### src/rtl/core/mdc_pkg.sv
// mdc_pkg: shared types, constants and helpers of the determinant block.
// No dependencies; used by matrix_determinant_cofactor, mdc_mac and mdc_seq.
`default_nettype none

package mdc_pkg;

  // Order register
  localparam int ORD_W  = 3;
  localparam int BASE_W = 2 * ORD_W;
  localparam logic [ORD_W-1:0] ORDER_RESET = 3'd4;

  // Defaults of the top level parameters
  localparam int DEF_MAX_ORDER  = 4;
  localparam int DEF_ENTRY_BITS = 16;

  // Multiplier slice: one limb of the stored minor per cycle
  localparam int LIMB_W     = 32;
  localparam int LIMB_IDX_W = 3;

  // Saturation bounds of the 64-bit result
  localparam int DET_W = 64;
  localparam logic [DET_W-1:0] DET_MAX = 64'h7FFF_FFFF_FFFF_FFFF;
  localparam logic [DET_W-1:0] DET_MIN = 64'h8000_0000_0000_0000;

  // Ceiling of log2 of n!
  function automatic int fact_bits(input int n);
    int f;
    int i;
    f = 1;
    for (i = 2; i <= n; i++) begin
      f = f * i;
    end
    return $clog2(f);
  endfunction

  // Exact width of any minor, never narrower than 65 so the saturation
  // check always has a guard bit above the 64-bit result.
  function automatic int acc_width(input int max_order, input int entry_bits);
    int w;
    w = max_order * entry_bits + fact_bits(max_order) + 1;
    if (w < DET_W + 1) begin
      w = DET_W + 1;
    end
    return w;
  endfunction

  typedef enum logic [2:0] {
    ST_LOAD,
    ST_INIT,
    ST_SCAN,
    ST_MUL,
    ST_WRITE,
    ST_OUT
  } state_t;

  // Sequencer to multiply-accumulate unit
  typedef struct packed {
    logic                  clear;
    logic                  mul;
    logic                  sub;
    logic [LIMB_IDX_W-1:0] limb;
  } mac_ctl_t;

endpackage

`default_nettype wire

### src/rtl/core/matrix_determinant_cofactor.sv
// Top level of the cofactor-expansion determinant block.
// Depends on mdc_pkg, mdc_ram, mdc_mac and mdc_seq.
//
// Usage:
//   Input channel (in_valid/in_ready/entry): one word per matrix element,
//   row-major, n*n words per matrix, where n is the order register clamped
//   to 1..MAX_ORDER. in_ready is high while loading, one word per cycle.
//   Output channel (out_valid/out_ready/determinant/saturated): one word per
//   matrix, the exact determinant saturated to 64-bit signed, saturated set
//   when the exact value did not fit.
//   Config (cfg_we/cfg_data): writes the order; the user must write only while
//   idle, the block does not enforce it. A write also restarts the current load.
// Compute:
//   After the last element, minors are built bottom-up over column masks
//   in a minor memory (one entry per mask), one entry times one stored minor
//   per term, the minor taken one 32-bit limb per cycle through a single
//   multiplier (NLIMB = 3 limbs for a 4x4 of 16-bit elements). Once the result
//   is taken into the output register, the load of the next matrix may start.
// Reset: order returns to 4, the load count to zero, no output is pending.
// Stall: the result sits in the output register; the next matrix loads
//   meanwhile, and its result waits until the register is taken.
`default_nettype none

module matrix_determinant_cofactor #(
  parameter int MAX_ORDER  = mdc_pkg::DEF_MAX_ORDER,
  parameter int ENTRY_BITS = mdc_pkg::DEF_ENTRY_BITS
) (
  input  wire logic                           clk,
  input  wire logic                           rst,
  input  wire logic                           cfg_we,
  input  wire logic [mdc_pkg::ORD_W-1:0]      cfg_data,
  input  wire logic                           in_valid,
  output logic                                in_ready,
  input  wire logic signed [ENTRY_BITS-1:0]   entry,
  output logic                                out_valid,
  input  wire logic                           out_ready,
  output logic signed [mdc_pkg::DET_W-1:0]    determinant,
  output logic                                saturated
);

  localparam int ACC_W    = mdc_pkg::acc_width(MAX_ORDER, ENTRY_BITS);
  localparam int NLIMB    = (ACC_W + mdc_pkg::LIMB_W - 1) / mdc_pkg::LIMB_W;
  localparam int MAT_D    = MAX_ORDER * MAX_ORDER;
  localparam int MAT_AW   = $clog2(MAT_D);
  localparam int MIN_D    = 1 << MAX_ORDER;
  localparam int DET_W    = mdc_pkg::DET_W;

  logic [mdc_pkg::ORD_W-1:0] order;

  logic                  mat_we, mat_re;
  logic [MAT_AW-1:0]     mat_waddr, mat_raddr;
  logic [ENTRY_BITS-1:0] mat_rdata;

  logic                  min_we, min_re, min_wone;
  logic [MAX_ORDER-1:0]  min_waddr, min_raddr;
  logic [ACC_W-1:0]      min_wdata, min_rdata;

  mdc_pkg::mac_ctl_t     mac_ctl;
  logic [ACC_W-1:0]      acc;

  logic                  res_load, res_busy;
  logic [ACC_W-DET_W:0]  acc_hi;
  logic                  fits;

  // Order register
  always_ff @(posedge clk) begin
    if (rst) begin
      order <= mdc_pkg::ORDER_RESET;
    end else if (cfg_we) begin
      order <= cfg_data;
    end
  end

  mdc_seq #(
    .MAX_ORDER (MAX_ORDER),
    .NLIMB     (NLIMB)
  ) u_seq (
    .clk       (clk),
    .rst       (rst),
    .order     (order),
    .cfg_we    (cfg_we),
    .in_valid  (in_valid),
    .in_ready  (in_ready),
    .mat_we    (mat_we),
    .mat_waddr (mat_waddr),
    .mat_re    (mat_re),
    .mat_raddr (mat_raddr),
    .min_we    (min_we),
    .min_waddr (min_waddr),
    .min_wone  (min_wone),
    .min_re    (min_re),
    .min_raddr (min_raddr),
    .mac_ctl   (mac_ctl),
    .res_busy  (res_busy),
    .res_load  (res_load)
  );

  // Matrix elements, row-major
  mdc_ram #(
    .DEPTH (MAT_D),
    .WIDTH (ENTRY_BITS),
    .AW    (MAT_AW)
  ) u_mat_ram (
    .clk   (clk),
    .we    (mat_we),
    .waddr (mat_waddr),
    .wdata (entry),
    .re    (mat_re),
    .raddr (mat_raddr),
    .rdata (mat_rdata)
  );

  // Minors indexed by column mask; mask zero holds the constant one
  assign min_wdata = min_wone ? ACC_W'(1) : acc;

  mdc_ram #(
    .DEPTH (MIN_D),
    .WIDTH (ACC_W),
    .AW    (MAX_ORDER)
  ) u_min_ram (
    .clk   (clk),
    .we    (min_we),
    .waddr (min_waddr),
    .wdata (min_wdata),
    .re    (min_re),
    .raddr (min_raddr),
    .rdata (min_rdata)
  );

  mdc_mac #(
    .ENTRY_BITS (ENTRY_BITS),
    .ACC_W      (ACC_W),
    .NLIMB      (NLIMB)
  ) u_mac (
    .clk     (clk),
    .rst     (rst),
    .ctl     (mac_ctl),
    .entry_q (mat_rdata),
    .minor_q (min_rdata),
    .acc     (acc)
  );

  // Fits in 64 bits when every bit from 63 up equals the sign
  assign acc_hi = acc[ACC_W-1:DET_W-1];
  assign fits   = (&acc_hi) | ~(|acc_hi);

  assign res_busy = out_valid & ~out_ready;

  always_ff @(posedge clk) begin
    if (rst) begin
      out_valid <= 1'b0;
    end else begin
      out_valid <= res_load | res_busy;
    end
  end

  always_ff @(posedge clk) begin
    if (res_load) begin
      saturated <= ~fits;
      if (fits) begin
        determinant <= acc[DET_W-1:0];
      end else if (acc[ACC_W-1]) begin
        determinant <= mdc_pkg::DET_MIN;
      end else begin
        determinant <= mdc_pkg::DET_MAX;
      end
    end
  end

endmodule

`default_nettype wire

### src/rtl/core/mdc_ram.sv
// mdc_ram: simple dual-port synchronous RAM, one write and one read port,
// registered read data. No package dependencies.
`default_nettype none

module mdc_ram #(
  parameter int DEPTH = 16,
  parameter int WIDTH = 16,
  parameter int AW    = 4
) (
  input  wire logic             clk,
  input  wire logic             we,
  input  wire logic [AW-1:0]    waddr,
  input  wire logic [WIDTH-1:0] wdata,
  input  wire logic             re,
  input  wire logic [AW-1:0]    raddr,
  output logic      [WIDTH-1:0] rdata
);

  logic [WIDTH-1:0] mem [DEPTH];

  always_ff @(posedge clk) begin
    if (we) begin
      mem[waddr] <= wdata;
    end
  end

  always_ff @(posedge clk) begin
    if (re) begin
      rdata <= mem[raddr];
    end
  end

endmodule

`default_nettype wire

### src/rtl/core/mdc_mac.sv
// mdc_mac: limb-serial multiply-accumulate of one entry times one minor.
// Depends on mdc_pkg (mac_ctl_t, LIMB_W, LIMB_IDX_W).
`default_nettype none

module mdc_mac #(
  parameter int ENTRY_BITS = 16,
  parameter int ACC_W      = 70,
  parameter int NLIMB      = 3
) (
  input  wire logic                    clk,
  input  wire logic                    rst,
  input  wire mdc_pkg::mac_ctl_t       ctl,
  input  wire logic [ENTRY_BITS-1:0]   entry_q,
  input  wire logic [ACC_W-1:0]        minor_q,
  output logic      [ACC_W-1:0]        acc
);

  localparam int PAD_W  = NLIMB * mdc_pkg::LIMB_W;
  localparam int PROD_W = ENTRY_BITS + mdc_pkg::LIMB_W + 1;

  logic signed [ACC_W-1:0]            minor_s;
  logic        [PAD_W-1:0]            minor_pad;
  logic signed [mdc_pkg::LIMB_W:0]    limb_val;
  logic signed [ENTRY_BITS-1:0]       entry_s;

  logic signed [PROD_W-1:0]           prod;
  logic                               prod_valid;
  logic                               prod_sub;
  logic [mdc_pkg::LIMB_IDX_W-1:0]     prod_limb;

  logic signed [ACC_W-1:0]            term;
  logic        [ACC_W-1:0]            term_sh;

  assign minor_s   = minor_q;
  assign minor_pad = PAD_W'(minor_s);
  assign entry_s   = entry_q;

  // Lower limbs are unsigned, the top limb carries the sign
  always_comb begin
    limb_val = '0;
    for (int k = 0; k < NLIMB; k++) begin
      if (ctl.limb == mdc_pkg::LIMB_IDX_W'(k)) begin
        if (k == NLIMB - 1) begin
          limb_val = {minor_pad[k*mdc_pkg::LIMB_W + mdc_pkg::LIMB_W - 1],
                      minor_pad[k*mdc_pkg::LIMB_W +: mdc_pkg::LIMB_W]};
        end else begin
          limb_val = {1'b0, minor_pad[k*mdc_pkg::LIMB_W +: mdc_pkg::LIMB_W]};
        end
      end
    end
  end

  always_ff @(posedge clk) begin
    if (rst) begin
      prod_valid <= 1'b0;
    end else begin
      prod_valid <= ctl.mul;
    end
  end

  always_ff @(posedge clk) begin
    if (ctl.mul) begin
      prod      <= entry_s * limb_val;
      prod_sub  <= ctl.sub;
      prod_limb <= ctl.limb;
    end
  end

  assign term    = ACC_W'(prod);
  assign term_sh = term << (prod_limb * mdc_pkg::LIMB_W);

  // Modulo 2^ACC_W arithmetic; every finished minor fits exactly
  always_ff @(posedge clk) begin
    if (ctl.clear) begin
      acc <= '0;
    end else if (prod_valid) begin
      acc <= prod_sub ? (acc - term_sh) : (acc + term_sh);
    end
  end

endmodule

`default_nettype wire

### src/rtl/core/mdc_seq.sv
// mdc_seq: load counter and minor-walk sequencer of the determinant block.
// Depends on mdc_pkg (state_t, mac_ctl_t, ORD_W, BASE_W, LIMB_IDX_W).
`default_nettype none

module mdc_seq #(
  parameter int MAX_ORDER = 4,
  parameter int NLIMB     = 3
) (
  input  wire logic                                    clk,
  input  wire logic                                    rst,
  input  wire logic [mdc_pkg::ORD_W-1:0]               order,
  input  wire logic                                    cfg_we,
  input  wire logic                                    in_valid,
  output logic                                         in_ready,
  output logic                                         mat_we,
  output logic [$clog2(MAX_ORDER*MAX_ORDER)-1:0]       mat_waddr,
  output logic                                         mat_re,
  output logic [$clog2(MAX_ORDER*MAX_ORDER)-1:0]       mat_raddr,
  output logic                                         min_we,
  output logic [MAX_ORDER-1:0]                         min_waddr,
  output logic                                         min_wone,
  output logic                                         min_re,
  output logic [MAX_ORDER-1:0]                         min_raddr,
  output mdc_pkg::mac_ctl_t                            mac_ctl,
  input  wire logic                                    res_busy,
  output logic                                         res_load
);

  localparam int ADDR_W = $clog2(MAX_ORDER * MAX_ORDER);
  localparam int MASK_W = MAX_ORDER;
  localparam int C_W    = $clog2(MAX_ORDER);
  localparam int ORD_W  = mdc_pkg::ORD_W;
  localparam int BASE_W = mdc_pkg::BASE_W;
  localparam logic [mdc_pkg::LIMB_IDX_W-1:0] LIMB_LAST =
    mdc_pkg::LIMB_IDX_W'(NLIMB - 1);

  mdc_pkg::state_t state, state_next;

  logic [ADDR_W-1:0]              count, count_next;
  logic [MASK_W-1:0]              mask, mask_next;
  logic [MASK_W-1:0]              rem, rem_next;
  logic                           neg, neg_next;
  logic [mdc_pkg::LIMB_IDX_W-1:0] limb, limb_next;

  logic [ORD_W-1:0]  n;
  logic [BASE_W-1:0] total;
  logic [ADDR_W:0]   count_inc;
  logic [MASK_W-1:0] full_mask;
  logic [MASK_W-1:0] low_bit;
  logic [C_W-1:0]    col;
  logic [ORD_W-1:0]  pop;
  logic [ORD_W-1:0]  row;
  logic [BASE_W-1:0] row_addr;

  // Effective order: zero reads as one, large values clamp
  always_comb begin
    if (order == '0) begin
      n = ORD_W'(1);
    end else if (order > ORD_W'(MAX_ORDER)) begin
      n = ORD_W'(MAX_ORDER);
    end else begin
      n = order;
    end
  end

  assign total     = BASE_W'(n) * BASE_W'(n);
  assign count_inc = {1'b0, count} + 1'b1;
  assign full_mask = ~({MASK_W{1'b1}} << n);

  // Next column of the current minor: lowest remaining bit
  assign low_bit = rem & (~rem + 1'b1);

  always_comb begin
    col = '0;
    for (int i = MAX_ORDER - 1; i >= 0; i--) begin
      if (rem[i]) begin
        col = C_W'(i);
      end
    end
  end

  always_comb begin
    pop = '0;
    for (int i = 0; i < MAX_ORDER; i++) begin
      pop = pop + ORD_W'(mask[i]);
    end
  end

  // A minor over k columns uses the bottom k rows
  assign row       = n - pop;
  assign row_addr  = BASE_W'(row) * BASE_W'(n) + BASE_W'(col);
  assign mat_raddr = row_addr[ADDR_W-1:0];
  assign min_raddr = mask & ~low_bit;
  assign mat_waddr = count;

  always_ff @(posedge clk) begin
    if (rst) begin
      state <= mdc_pkg::ST_LOAD;
      count <= '0;
    end else begin
      state <= state_next;
      count <= count_next;
    end
  end

  always_ff @(posedge clk) begin
    mask <= mask_next;
    rem  <= rem_next;
    neg  <= neg_next;
    limb <= limb_next;
  end

  always_comb begin
    state_next = state;
    count_next = count;
    mask_next  = mask;
    rem_next   = rem;
    neg_next   = neg;
    limb_next  = limb;

    in_ready   = 1'b0;
    mat_we     = 1'b0;
    mat_re     = 1'b0;
    min_we     = 1'b0;
    min_waddr  = mask;
    min_wone   = 1'b0;
    min_re     = 1'b0;
    res_load   = 1'b0;
    mac_ctl    = '0;
    mac_ctl.limb = limb;
    mac_ctl.sub  = neg;

    unique case (state)
      mdc_pkg::ST_LOAD: begin
        in_ready = 1'b1;
        if (in_valid) begin
          mat_we = 1'b1;
          if (count_inc == (ADDR_W + 1)'(total)) begin
            count_next = '0;
            state_next = mdc_pkg::ST_INIT;
          end else begin
            count_next = count_inc[ADDR_W-1:0];
          end
        end
      end

      // Minor of no columns is one
      mdc_pkg::ST_INIT: begin
        min_we        = 1'b1;
        min_waddr     = '0;
        min_wone      = 1'b1;
        mac_ctl.clear = 1'b1;
        mask_next     = MASK_W'(1);
        rem_next      = MASK_W'(1);
        neg_next      = 1'b0;
        state_next    = mdc_pkg::ST_SCAN;
      end

      mdc_pkg::ST_SCAN: begin
        if (rem == '0) begin
          state_next = mdc_pkg::ST_WRITE;
        end else begin
          mat_re     = 1'b1;
          min_re     = 1'b1;
          rem_next   = rem & ~low_bit;
          limb_next  = '0;
          state_next = mdc_pkg::ST_MUL;
        end
      end

      mdc_pkg::ST_MUL: begin
        mac_ctl.mul = 1'b1;
        if (limb == LIMB_LAST) begin
          neg_next   = ~neg;
          state_next = mdc_pkg::ST_SCAN;
        end else begin
          limb_next = limb + 1'b1;
        end
      end

      // The write lands at the end of this state, before the next minor's first read
      mdc_pkg::ST_WRITE: begin
        min_we = 1'b1;
        if (mask == full_mask) begin
          state_next = mdc_pkg::ST_OUT;
        end else begin
          mac_ctl.clear = 1'b1;
          mask_next     = mask + 1'b1;
          rem_next      = mask + 1'b1;
          neg_next      = 1'b0;
          state_next    = mdc_pkg::ST_SCAN;
        end
      end

      mdc_pkg::ST_OUT: begin
        if (!res_busy) begin
          res_load   = 1'b1;
          state_next = mdc_pkg::ST_LOAD;
        end
      end

      default: begin
        state_next = mdc_pkg::ST_LOAD;
      end
    endcase

    if (cfg_we) begin
      count_next = '0;
    end
  end

endmodule

`default_nettype wire
### config.mk
export PLATFORM = sky130hd
export DESIGN_NAME = matrix_determinant_cofactor
export DESIGN_NICKNAME = d
export VERILOG_FILES = /design/src/rtl/core/mdc_pkg.sv /design/src/rtl/core/matrix_determinant_cofactor.sv /design/src/rtl/core/mdc_ram.sv /design/src/rtl/core/mdc_mac.sv /design/src/rtl/core/mdc_seq.sv
export SDC_FILE = /design/constraint.sdc
export NUM_CORES = 2
export LEC_CHECK = 0
export BUFFER_PORTS_ARGS = -buffer_cell sky130_fd_sc_hd__buf_4
export CAP_MARGIN = 0
export CORE_ASPECT_RATIO = 1.1
export CORE_MARGIN = 10
export CORE_UTILIZATION = 40
export CTS_BUF_LIST = sky130_fd_sc_hd__clkbuf_4
export CTS_CLUSTER_SIZE = 30
export DETAILED_ROUTE_END_ITERATION = 8
export PLACE_DENSITY = 0.56
export REMOVE_ABC_BUFFERS = 1
export SLEW_MARGIN = 40
export SYNTH_ARGS = -nofsm -noshare
export SYNTH_HDL_FRONTEND = slang
export SYNTH_HIERARCHICAL = 1
export SYNTH_SLANG_ARGS = --single-unit
export TNS_END_PERCENT = 10
### constraint.sdc
create_clock -name clk -period 9.3 [get_ports clk]
set_input_delay 0 -clock clk [delete_from_list [all_inputs] [get_ports clk]]
set_output_delay 0 -clock clk [all_outputs]
set_load 0.05 [all_outputs]
# Word-level counts from Yosys, hierarchy flattened
# Memories as Yosys holds them, arrays and structs flattened. A register that Yosys moved wholly into a read port is not among the register bits.
# Index checks and enable logic that the tools add are counted.
classes:
  n_eq_ne: 16
  multipliers: 3
  n_shift: 2
  n_lt_le_gt_ge: 1
  mux: 48
  n_reduce_logical: 18
  addsub: 11
  n_bitwise: 13
ops:
  columns: ["operator", "n"]
  rows:
  - ["two-way mux 70 bit", 2]
  - ["two-way mux 64 bit", 2]
  - ["adder 70 bit", 1]
  - ["<< shifter 70 x 8 -> 70 bit", 1]
  - ["subtractor 70 bit", 1]
  - ["two-way mux 32 bit", 2]
  - ["multiplier 16 x 33 -> 49 bit", 1]
  - ["two-way mux 33 bit", 1]
  - ["two-way mux 3 bit", 10]
  - ["one-hot mux 3 bit (6 select lines)", 1]
  - ["two-way mux 1 bit", 17]
  - ["two-way mux 4 bit", 4]
  - ["AND 4 bit", 3]
  - ["NOT 4 bit", 3]
  - ["one-hot mux 4 bit (3 select lines)", 1]
  - ["inequality test 2 bit (second input constant)", 5]
  - ["equality test 3 x 2 -> 1 bit (second input constant)", 3]
  - ["zero test 3 bit", 3]
  - ["AND reduction 3 bit", 3]
  - ["adder 4 x 1 -> 4 bit (second input constant)", 2]
  - ["two-way mux 2 bit", 4]
  - ["one-hot mux 4 bit (2 select lines)", 1]
  - ["AND reduction 7 bit", 1]
  - ["OR reduction 7 bit", 1]
  - ["other kinds (27)", 39]
word_totals:
  input_bits: 24
  register_bits: 212
  word_cells: 129
  n_memories: 2
  ramBits: 1376
  output_inout_bits: 67
memory_table:
  columns: ["memory", "depth", "word_bits", "rd", "rd_clocked_by_memory_dff", "wr", "line_no", "text"]
  rows:
  - ["u_min_ram.mem", 16, 70, 1, 1, 1, "mdc_ram.sv:19", "logic [WIDTH-1:0] mem [DEPTH];"]
  - ["u_mat_ram.mem", 16, 16, 1, 1, 1, "mdc_ram.sv:19", null]

# Logic depth before layout (Yosys ltp)
logic_depth:
  word_depth: 8
  depth_mapped: 31

# By module
# The synthesis kept the hierarchy.
modules_own_cells:
  columns: ["mod", "instances", "cells_per_inst", "area_per_inst_um2"]
  rows:
  - ["mdc_ram at u_min_ram", 1, 1800, 44024.7]
  - ["mdc_mac", 1, 3612, 29864.9]
  - ["mdc_ram at u_mat_ram", 1, 432, 10202.3]
  - ["matrix_determinant_cofactor", 1, 322, 3673.5]
  - ["mdc_seq", 1, 189, 1639.1]

# Least setup slack after synthesis
# No wires, ideal clock.
synth_timing:
  path_type: "register -> register"
  startpoint: "register u_seq/limb[0] in the netlist's numbering"
  endpoint: "register u_mac.prod[47], data pin"
  slack_ps: 1338
  arrival_time_ps: 7697
  path_stages_with_launch: 28
  path_cell_list: "edfxtp_1 > clkbuf_1 > buf_1 > mux2i_1 > or2_2 > a21oi_1 > clkbuf_1 > nand2_1 > fa_1 > fa_1 > fa_1 > inv_1 > fa_1 > fa_1 > inv_1 > fa_1 > inv_1 > ha_1 > and4_1 > or4b_2 > nor2_1 > a31oi_1 > o21ai_0 > a41oi_1 > o21a_1 > o21a_1 > o21ai_0 > xor2_1"
synth_via:
  elab_chain_len: 5
synth_lines:
  columns: ["item", "line_no", "text"]
  rows:
  - ["from (decl)", "mdc_seq.sv:43", "logic [mdc_pkg::LIMB_IDX_W-1:0] limb, limb_next;"]
  - ["from (signal assigned)", "mdc_seq.sv:110", "limb <= limb_next;"]
  - ["zero test 3 bit", "mdc_mac.sv:42", "if (ctl.limb == mdc_pkg::LIMB_IDX_W'(k)) begin"]
  - ["two-way mux 32 bit (2 in series)", "mdc_mac.sv:42", null]
  - ["two-way mux 33 bit *", "mdc_mac.sv:42", null]
  - ["multiplier 16 x 33 -> 49 bit *", "mdc_mac.sv:63", "prod <= entry_s * limb_val;"]
  - ["to (signal assigned)", "mdc_mac.sv:63", null]
  - ["to (decl)", "mdc_mac.sv:26", "logic signed [PROD_W-1:0] prod;"]
# Every way passes the cells marked *; elsewhere a longest branch is shown, timed or not.
# A chain may end at the register's enable or synchronous reset.

# Worst setup path after layout
# Same ends and word-level chain as after synthesis.

==> metrics.txt <==
vias per cell=about 5.6; cell taking the most area after synthesis=edfxtp_1; global-route wire length before repair=386100 um; TritonCTS Sinks=around 1700; Skew-Pair Late Insertion Delay=1.40 ns; share of final-layout standard cells stronger than drive strength 1=0.2014; asr flop ratio synth=0; Worst Path Max Fanout=20; Finished Cell Area=0.09983 mm^2; minimum period implied by the final worst setup slack=between 8 and 9 ns; global-route met3 utilization=0.03212; routing usage on met2=0.3527; number of buffers added on ports=90; final HPWL from detailed placement=172800 um; endpoints failing hold=0; global-route total usage across every layer=0.2129; final worst clock skew=between 0.15 and 0.2 ns; DIE AREA=between 0.2 and 0.25 mm^2; leakage power figure=between 30 and 40 nW; CTS max path bufs=4; root buffer cell=clkbuf_4; routed wire length per instance=approximately 26 um; area of the core region=0.2217 mm^2; distinct cell type count of the synthesized netlist=93; horizontal die dimension=~470 um; worst supply voltage drop on vdd=~0.42 mV; most frequent standard cell in the layout excluding fill and tap cells=edfxtp_1; drc violations=0; number of synthesized register bits=around 1700; Slew Limit Headroom=0.4121; post-layout instance count excluding filler cells=between 9000 and 10000; number of fill cells=around 20000; startpoint class of the critical path=register; count of vias placed by the detailed router=approximately 56000; floorplan die height=515.8 um; global placer's final weighted congestion=~0.91; kind of critical path=register to register; number of synthesized flops with an enable pin=1592; Synth Area per Inst=roughly 14 um^2; maximum clock frequency=114.0 MHz; most common flop cell mapped by yosys=edfxtp_1; kind of capture point of the worst setup path=register; pins over their slew limit=0; clock transition time at the flip-flop clock pins of the worst setup and hold paths=0.07 ns; synth top area cells=edfxtp_1, fa_1, mux4_2; routed wire length=261300 um; Top-Level Pins=about 90; Most Used Layer, Global Route=met2; synthesized cell area=a little under 0.09 mm^2; placement row count=approximately 180; detailed-router iteration count before antenna repair=6; register area=approximately 0.049 mm^2; commonest cells after routing, fill and taps aside=edfxtp_1, inv_1, clkbuf_4; final worst-path cycle share=0.9432; initial antenna violation count=20; violation count after the first detailed-route iteration=between 5000 and 6000; max-cap violation count=0; maximum number of pins on one net before global-route repair=between 60 and 70; Remaining Overflow, GRT=0; Final nets=7480; setup-violating endpoint count in the final report=0; footprint of the multi-input gates=around 0.036 mm^2; Synthesis Warnings=6; proportion of synthesized chip area in sequential cells=0.5531; Area growth syn-to-layout=11.66%; grt met1 use=0.2832; power density normalized to cell area=around 330 mW/mm^2; clock tree from TritonCTS=done; slew at the pin with the worst max-slew slack=between 0.8 and 0.9 ns; data required time of the critical path=about 10 ns; Setup Buffers After CTS=0; Max H-tree Level=5; dpl cell area=~0.094 mm^2; RSZ-0062 raised after global routing=false; via count of the first global-routing pass=58061; status=finished, final reports clean; cell count after synthesis=roughly 6400; worst hold path type=input port to register; data arrival time at the worst-slack endpoint=9.90 ns; number of nets with antenna violations after detailed routing=0; number of buffers created by CTS=406; starting utilization of the core area=0.4032; area share of the leading cell type in the synthesized netlist=0.5347; placed cell count=~9000
synthesized netlist by cell type, types with 82 or more instances:
| cell | number |
|---|---|
| o21ai_0 | 101 |
| clkbuf_1 | 242 |
| edfxtp_1 | 1592 |
| mux4_2 | 334 |
| and2_1 | 236 |
| inv_1 | 632 |
| nor2b_1 | 99 |
| ha_1 | 199 |
| nand2_1 | 560 |
| a21oi_1 | 253 |
| dfxtp_1 | 82 |
| nor2_1 | 296 |
| xnor2_1 | 111 |
| a22oi_1 | 174 |
| fa_1 | 506 |
path summary, 6_finish.rpt:
kind | from | to | slack (ns) | cells past startpoint
min | cfg_we | order[2] | 0.23 | 5
min reg2reg | u_mac/acc[67] | u_mac/acc[67] | 0.56 | 2
max reg2reg | u_seq/limb[0] | u_mac/prod[47] | 0.53 | 27
max | u_seq/limb[0] | u_mac/prod[47] | 0.53 | 27
final cells by class:
cell class / count / area share
clock buffers: 578 / 0.04347
repair buffers: 336 / 0.02834
inverters: 633 / 0.02380
well taps: 2928 / 0.03670
multi-input cells: 3700 / 0.3652
flip-flops and latches: 1674 / 0.4954
diodes: 8 / 0.0002005
clock inverters: 118 / 0.006906
through the flow:
stage	power [mW]	setup slack (ns)	setup TNS (ns)	util	hold WS, ns
2_1_floorplan	21.79	-13.85	-969.68	-	0.06907
3_3_place_gp	26.98	0.5462	0	0.4228	0.2073
3_5_place_dp	26.91	0.3923	0	0.4242	0.2130
4_1_cts	33.19	0.4072	0	0.4493	0.07415
5_1_grt	35.39	0.08662	0	0.4502	0.1724
6_report	33.03	0.5281	0	0.4503	0.2291
sequential cells by signal (all words and copies together), names as in the netlist:
signal,cells
u_mat_ram/rdata,16
determinant,64
u_seq/mask,4
u_mac/acc,70
order,3
u_mat_ram/mem,256
u_mac/prod_sub,1
u_seq/state,3
saturated,1
out_valid,1
u_mac/prod_limb,3
u_seq/rem,4
u_min_ram/rdata,70
u_mac/prod_valid,1
u_mac/prod,49
u_seq/neg,1
u_min_ram/mem,1120
u_seq/limb,3
u_seq/mat_waddr,4
timing repair:
action / 4_1_cts / 5_1_grt
hold endpoints to repair: 534 / 0
hold buffers: 54 / 0
resized for setup: 0 / 1
setup endpoints to repair: 0 / 2
routing by layer:
metal  vias to the layer above  part of all wire
li1                      24039                 -
met1                     28938              0.41
met2                      2296              0.49
met3                       482             0.068
met4                         6             0.038
met5                         -           0.00018
cells by family after synthesis:
group | share of synthesized area
AOI/OAI and AO/OA | 0.06523
other | 0.00004194
muxes | 0.09605
DFF | 0.5531
adders and majority gates | 0.1412
and+or+nand+nor | 0.08260
xor gates and xnor gates | 0.01733
buffers and inverters | 0.04453
worst max-delay path, cell delays in order, from the launching register on:
cell and delay [ns]:
edfxtp_1 0.42, buf_4 0.42, mux2i_1 0.69, or2_2 0.24, a21oi_1 0.07, buf_4 0.26, and2_1 0.20, fa_1 0.54
inv_1 0.05, fa_1 0.48, fa_1 0.52, inv_1 0.06, fa_1 0.44, fa_1 0.53, inv_1 0.05, fa_1 0.51
inv_1 0.06, ha_1 0.37, and4_1 0.30, or4b_2 0.70, nor2_1 0.14, a31oi_1 0.08, o21ai_0 0.23, a41oi_1 0.32
o21a_1 0.30, o21a_1 0.22, o21ai_0 0.20, xor2_1 0.10
where the power goes:
group / internal, mW / switching (mW) / leakage, nW
logic: 6.53 / 10.4 / 18.7
clock network: 3.07 / 2.88 / 3.00
registers: 9.59 / 0.518 / 15.2
Note: power is estimated with default switching activity, not from simulation.
